--- src/hdl/hltd_pkg.sv ---
// ----------------------------------------------------------------------------
// Hot loop trace detector package
// Operation and status codes, payload types and table command types.
// ----------------------------------------------------------------------------
package hltd_pkg;

   localparam int ENTRIES_DEFAULT = 16;

   localparam logic [7:0] HOT_THRESHOLD_RESET = 8'd2;
   localparam logic [7:0] COUNT_MAX           = 8'hFF;
   localparam logic [7:0] COUNT_FIRST         = 8'd1;

   localparam logic [2:0] FUNC_REGISTER  = 3'd0;
   localparam logic [2:0] FUNC_QUERY_HOT = 3'd1;
   localparam logic [2:0] FUNC_BEGIN     = 3'd2;
   localparam logic [2:0] FUNC_END       = 3'd3;
   localparam logic [2:0] FUNC_CHECK_END = 3'd4;

   localparam logic [2:0] STATUS_OK         = 3'd0;
   localparam logic [2:0] STATUS_FULL       = 3'd1;
   localparam logic [2:0] STATUS_BEGIN_BUSY = 3'd2;
   localparam logic [2:0] STATUS_END_IDLE   = 3'd3;
   localparam logic [2:0] STATUS_UNKNOWN    = 3'd4;

   typedef struct packed {
      logic [2:0]  func;
      logic [31:0] loop_addr;
      logic [31:0] end_addr;
   } req_type;

   typedef struct packed {
      logic       hit;
      logic [7:0] hit_count;
      logic       hot;
      logic       in_trace;
      logic       end_now;
      logic [2:0] status;
   } rsp_type;

   // Update request from the control logic to the table.
   typedef struct packed {
      logic inc;
      logic alloc;
   } tbl_cmd_type;

   // Lookup result from the table.
   typedef struct packed {
      logic        hit;
      logic        free_found;
      logic [7:0]  count;
      logic [31:0] end_addr;
   } tbl_look_type;

endpackage

--- src/hdl/hot_loop_trace_detector.sv ---
// ----------------------------------------------------------------------------
// Hot loop trace detector
// Loop header table with sighting counts and trace begin/end tracking.
// ----------------------------------------------------------------------------
// A request is held in the input register and its response is registered in
// the result register; the table lookup and update for an item take place
// between the two. Throughput: one transaction per cycle while the response
// port is not stalled.
// Reset: synchronous, active high; clears all entry valid bits, the tracing
// flag and both pipeline valids, and returns the hot threshold to two.
module hot_loop_trace_detector #(
   parameter int ENTRIES = hltd_pkg::ENTRIES_DEFAULT
) (
   input  logic              clock,
   input  logic              reset,
   input  logic              req_valid,
   output logic              req_stall,
   input  hltd_pkg::req_type req_data,
   output logic              rsp_valid,
   input  logic              rsp_stall,
   output hltd_pkg::rsp_type rsp_data,
   input  logic              csr_valid,
   output logic              csr_ready,
   input  logic [7:0]        csr_data
);

   // Input register. It holds one request transaction until the result
   // register can take its response.
   logic              in_valid_ff;
   hltd_pkg::req_type in_data_ff;

   // Result register.
   logic              out_valid_ff;
   hltd_pkg::rsp_type out_data_ff;
   hltd_pkg::rsp_type out_data_in;

   // Architectural state outside the table. The end address of the active
   // loop is copied when a trace begins; entries are never freed or
   // rewritten, so the copy always equals the table's own value.
   logic        tracing_ff;
   logic        tracing_in;
   logic [31:0] active_end_ff;
   logic        load_active;
   logic [7:0]  threshold_ff;

   hltd_pkg::tbl_cmd_type  cmd;
   hltd_pkg::tbl_look_type look;

   logic       advance;
   logic       fire;
   logic [7:0] count_now;

   // The result register frees up when it is empty or being drained; the
   // request in the input register then moves on in the same edge.
   assign advance   = !out_valid_ff || !rsp_stall;
   assign fire      = in_valid_ff && advance;
   assign req_stall = in_valid_ff && !advance;
   assign csr_ready = 1'b1;

   hltd_table #(
      .ENTRIES (ENTRIES)
   ) u_table (
      .clock     (clock),
      .reset     (reset),
      .loop_addr (in_data_ff.loop_addr),
      .end_addr  (in_data_ff.end_addr),
      .cmd       (cmd),
      .look      (look)
   );

   // Operation decode. Every table and state write is qualified by fire so
   // a held request has no side effect until its response is registered.
   always_comb begin
      cmd.inc     = 1'b0;
      cmd.alloc   = 1'b0;
      tracing_in  = tracing_ff;
      load_active = 1'b0;
      out_data_in = '0;
      count_now   = look.count;

      case (in_data_ff.func)
         hltd_pkg::FUNC_REGISTER: begin
            if (look.hit) begin
               cmd.inc = fire;
               // The reported count is the one after the saturating step.
               if (look.count != hltd_pkg::COUNT_MAX) begin
                  count_now = look.count + 8'd1;
               end
               out_data_in.hit       = 1'b1;
               out_data_in.hit_count = count_now;
               out_data_in.hot       = (count_now >= threshold_ff);
            end else if (look.free_found) begin
               cmd.alloc = fire;
            end else begin
               out_data_in.status = hltd_pkg::STATUS_FULL;
            end
         end
         hltd_pkg::FUNC_QUERY_HOT: begin
            out_data_in.hit       = look.hit;
            out_data_in.hit_count = look.hit ? look.count : 8'd0;
            out_data_in.hot       = look.hit && (look.count >= threshold_ff);
         end
         hltd_pkg::FUNC_BEGIN: begin
            out_data_in.hit       = look.hit;
            out_data_in.hit_count = look.hit ? look.count : 8'd0;
            out_data_in.hot       = look.hit && (look.count >= threshold_ff);
            if (tracing_ff) begin
               out_data_in.status = hltd_pkg::STATUS_BEGIN_BUSY;
            end else if (!look.hit) begin
               out_data_in.status = hltd_pkg::STATUS_UNKNOWN;
            end else begin
               tracing_in  = 1'b1;
               load_active = 1'b1;
            end
         end
         hltd_pkg::FUNC_END: begin
            if (tracing_ff) begin
               tracing_in = 1'b0;
            end else begin
               out_data_in.status = hltd_pkg::STATUS_END_IDLE;
            end
         end
         hltd_pkg::FUNC_CHECK_END: begin
            out_data_in.end_now = tracing_ff && (active_end_ff <= in_data_ff.end_addr);
         end
         default: begin
            // Unused operation codes change nothing and report zeros apart from the trace flag.
         end
      endcase

      out_data_in.in_trace = tracing_in;
   end

   always_ff @(posedge clock) begin
      if (reset) begin
         in_valid_ff  <= 1'b0;
         out_valid_ff <= 1'b0;
         tracing_ff   <= 1'b0;
         threshold_ff <= hltd_pkg::HOT_THRESHOLD_RESET;
      end else begin
         if (!req_stall) begin
            in_valid_ff <= req_valid;
         end
         if (advance) begin
            out_valid_ff <= in_valid_ff;
         end
         if (fire) begin
            tracing_ff <= tracing_in;
         end
         if (csr_valid && csr_ready) begin
            threshold_ff <= csr_data;
         end
      end
   end

   always_ff @(posedge clock) begin
      if (!req_stall) begin
         in_data_ff <= req_data;
      end
      if (fire) begin
         out_data_ff <= out_data_in;
      end
      if (fire && load_active) begin
         active_end_ff <= look.end_addr;
      end
   end

   assign rsp_valid = out_valid_ff;
   assign rsp_data  = out_data_ff;

endmodule

--- src/hdl/hltd_table.sv ---
// ----------------------------------------------------------------------------
// Hot loop trace detector table
// Associative store of loop headers with parallel match and free search.
// ----------------------------------------------------------------------------
module hltd_table #(
   parameter int ENTRIES = hltd_pkg::ENTRIES_DEFAULT
) (
   input  logic                 clock,
   input  logic                 reset,
   input  logic [31:0]          loop_addr,
   input  logic [31:0]          end_addr,
   input  hltd_pkg::tbl_cmd_type cmd,
   output hltd_pkg::tbl_look_type look
);

   localparam int IW = (ENTRIES > 1) ? $clog2(ENTRIES) : 1;

   logic [ENTRIES-1:0] valid_ff;
   logic [31:0]        header_ff [ENTRIES];
   logic [31:0]        end_ff    [ENTRIES];
   logic [7:0]         count_ff  [ENTRIES];

   logic [IW-1:0] hit_idx;
   logic [IW-1:0] free_idx;
   logic          hit;
   logic          free_found;

   // Lowest matching and lowest free entries win.
   always_comb begin
      hit        = 1'b0;
      free_found = 1'b0;
      hit_idx    = '0;
      free_idx   = '0;
      for (int i = ENTRIES - 1; i >= 0; i--) begin
         if (valid_ff[i] && (header_ff[i] == loop_addr)) begin
            hit     = 1'b1;
            hit_idx = IW'(i);
         end
         if (!valid_ff[i]) begin
            free_found = 1'b1;
            free_idx   = IW'(i);
         end
      end
   end

   always_comb begin
      look.hit        = hit;
      look.free_found = free_found;
      look.count      = count_ff[hit_idx];
      look.end_addr   = end_ff[hit_idx];
   end

   always_ff @(posedge clock) begin
      if (reset) begin
         valid_ff <= '0;
      end else if (cmd.alloc) begin
         valid_ff[free_idx] <= 1'b1;
      end
   end

   always_ff @(posedge clock) begin
      if (cmd.alloc) begin
         header_ff[free_idx] <= loop_addr;
         end_ff[free_idx]    <= end_addr;
         count_ff[free_idx]  <= hltd_pkg::COUNT_FIRST;
      end else if (cmd.inc && (count_ff[hit_idx] != hltd_pkg::COUNT_MAX)) begin
         count_ff[hit_idx] <= count_ff[hit_idx] + 8'd1;
      end
   end

endmodule

--- config.mk ---
export PLATFORM = sky130hd
export DESIGN_NAME = hot_loop_trace_detector
export DESIGN_NICKNAME = d
export VERILOG_FILES = /design/src/hdl/hltd_pkg.sv /design/src/hdl/hot_loop_trace_detector.sv /design/src/hdl/hltd_table.sv
export SDC_FILE = /design/constraint.sdc
export NUM_CORES = 2
export LEC_CHECK = 0
export ABC_AREA = 1
export BUFFER_PORTS_ARGS = -buffer_cell sky130_fd_sc_hd__buf_2
export CORE_MARGIN = 3
export CORE_UTILIZATION = 48
export DETAILED_ROUTE_END_ITERATION = 16
export PLACE_DENSITY = 0.62
export REMOVE_ABC_BUFFERS = 1
export SYNTH_ARGS = -nofsm -noshare
export SYNTH_HDL_FRONTEND = slang
export SYNTH_SLANG_ARGS = --single-unit
--- constraint.sdc ---
create_clock -name clock -period 6.92 [get_ports clock]
set_input_delay 0.692 -clock clock [delete_from_list [all_inputs] [get_ports clock]]
set_output_delay 0.692 -clock clock [all_outputs]
set_load 0.03 [all_outputs]
==> results.cfg <==
[critical_path]
cp-start-kind = flop
rrSetupSlack_ps = 420
critPathMaxStageDelay_ps = 440
rr_endpoint = rsp_data[5]
crit_top_cell = nand2_1
rr_worst_depth = 36
cp_data_required_time_ps = 7400
cp_data_arrival_time_ps = 6980
cp-end-kind = flop
crit_fanout = 26
regToRegStartpoint = in_data_ff[60]
worst-setup-path-type = flop to flop
slowest_stage = o21ai_0

[grt]
track_usage_pct = 26.1
grt_antenna_before_repair = 3
overflow = 0
grt_pass1_vias = 33400
grt_pass1_wl_mm = 224
grt_max_degree = 197

[route]
vias_per_cell = 5.78
antenna_left = 0
routed_wl_mm = 154
drc_errors = 0
wl_per_cell_microns = 24.9
vias = 35700
first_pass_iters = 6
drt_iter0_markers = 4265

[layout]
final_common_cell = edfxtp_1
nNetsFinal = 4701
fin_area_sq_um = 61600
drive_gt1_share_pct = 12.1
mostFrequentLayoutCells = edfxtp_1, nand2_1, nor2_1
syn_to_final_growth_pct = 13.5

[die]
die_h_microns = 342
core_region_area_sq_um = 111000
dieWidth_microns = 342
std_cell_rows = 122
fp.dieArea_sq_um = 117000
ios = 98
start_util_pct = 48.7

[clocking]
cts_num_sinks = 1293
postCtsHoldBufs = 0
clk_pin_slew_ps = 60
root_buffer = clkbuf_16
tritoncts = built
insertion_delay_ps = 760
clockBufferDepth = 3
cts_buffers = 139
htreeDepth = 4

[pwr]
max-vdd-ir-drop_v = 0.000249
p_leak_nw = 21.9
p_per_area_nw_per_um2 = 270
p_total_mw = 16.6

[timing]
finalClockSkew_ps = 37.5
setup_viol = 0
post-route-period-util_pct = 94.0
finalSetupTns_ps = 0
hold_viol_final = 0
tightest_slew_ps = 1160
drv_slew = 0
fin_crit_ps = 6500
rsz0062_at_grt = no
fmax_mhz = 154
relSlewSlack_pct = 22.5

[yosys]
synth-simple-area-share_pct = 12.8
ys_async_sr_fraction_pct = 0
synth_cell_types = 65
synth_edf_count = 1266
synth-adder-area-share_pct = 1.13
avgSynthCellArea_sq_um = 12.4
synth-xor-area-share_pct = 2.73
yosysSeqAreaShare_pct = 71.1
synth.mux.area_fraction_pct = 0
ys_seq_elements = 1293
synthCells = 4383
yosys_warnings = 0
syn_area_sq_um = 54300
synth_top_family_by_area = simple AND/OR/NAND/NOR gates
ys.flop_type = edfxtp_1
synth_compound_area_share_pct = 8.37

[worst_hold_path]
min_to = in_data_ff[19]
holdCritStartpoint = req_data[19]
whs_path_depth = 1
hp-class = input port to flop

[placed_design]
place_congestion = 0.950
io_buffers = 96
placed_cell_area_sq_um = 57100
hpwlAfterDp_mm = 90.2

[run]
drv_cap = 0

[run_status]
status = finished clean
## power breakdown
| group | internal, mW | switching, mW |
|---|---|---|
| logic | 0.167 | 0.410 |
| registers | 8.63 | 0.0645 |
| clock network | 4.28 | 3.06 |
## timing repair
action	in CTS	in global routing
endpoints found under the setup margin	0	9
gates resized for setup	0	10
buffers inserted	0	3
## flip-flops by register name, summed over array words and instances (netlist names), 8 cells and up
| name | flops |
|---|---|
| active_end_ff | 32 |
| in_data_ff | 67 |
| rsp_data | 15 |
| threshold_ff | 8 |
| u_table.count_ff | 128 |
| u_table.end_ff | 512 |
| u_table.header_ff | 512 |
| u_table.valid_ff | 16 |
## worst max-delay path: cells and delay by family (launching register included)
| family | cells | cell delay [ps] |
|---|---|---|
| AOI/OAI and AO/OA | 12 | 2180 |
| and+or+nand+nor | 19 | 2320 |
| adders and majority gates | 2 | 490 |
| DFF | 1 | 390 |
| buffers and inverters | 3 | 840 |
## layout make-up
cell class / count / area [sq um]
Multi-Input combinational cell: 2622 / 13800
Clock buffer: 164 / 3680
Fill cell: 9238 / 49900
Inverter: 256 / 1000
Antenna cell: 2 / 5.00
Tap cell: 1488 / 1860
Sequential cell: 1293 / 38600
Timing Repair Buffer: 260 / 1930
Clock inverter: 88 / 788
## Yosys cell counts, types with 4 or more instances
cell type	number	area (sq um)
nor4b_1	9	78.8
dfxtp_1	27	541
nand2_4	4	45.0
o22ai_1	68	425
buf_6	18	203
nor3b_1	5	37.5
or4_1	5	37.5
o21a_1	6	45.0
edfxtp_1	1266	38000
a211oi_1	120	901
nand3b_1	23	173
a21oi_1	208	1040
xor2_1	49	429
inv_2	32	120
nor4_1	32	200
nor2_1	258	968
buf_1	13	48.8
xnor2_1	120	1050
o21ai_1	34	170
or2_2	21	131
nand4_1	41	257
buf_2	63	315
buf_4	31	233
o31ai_1	32	240
a22o_1	21	184
nand2_2	9	56.3
o21ai_0	150	751
ha_1	49	613
a221oi_1	18	158
nor3_1	16	80.1
inv_1	219	822
nand3_1	103	515
o32ai_1	32	280
clkbuf_1	87	327
o2111ai_1	12	105
nand2_1	1132	4250
and3_1	4	25.0
## logic make-up after synthesis
family          Yosys count
compound gates          728
xor+xnor                169
fa+ha+maj                49
buf+inv                 468
flops                  1293
other cells               1
simple gates           1675
## worst max path at each step
stage | to | start | slack (ps)
detailed placement | rsp_data[5] | in_data_ff[62] | 260
floorplan | rsp_data[5] | in_data_ff[56] | -3210
finish | rsp_data[5] | in_data_ff[60] | 420
global route | rsp_data[5] | in_data_ff[60] | 3
global placement | rsp_data[5] | in_data_ff[62] | 340
CTS | rsp_data[5] | in_data_ff[62] | 200
## stage by stage
stage	util (%)	cells	hold slack (ps)	setup WS (ps)
after global placement	51.2	5916	486	338
final	55.3	6173	124	415
after floorplan	-	4171	450	-3210
after global routing	55.3	6171	91.0	2.70
after CTS	55.2	6168	68.7	204
after detailed placement	51.2	5916	496	256
## metal layers
metal / global-route usage, % / up-vias / share of wire, %
li1: - / 16100 / -
met1: 37.2 / 17500 / 42
met2: 40.1 / 1705 / 46
met3: 4.10 / 364 / 8.3
met4: 10.8 / 0 / 4.2
met5: 0 / - / 0
Note: power is estimated with default switching activity, not from simulation.
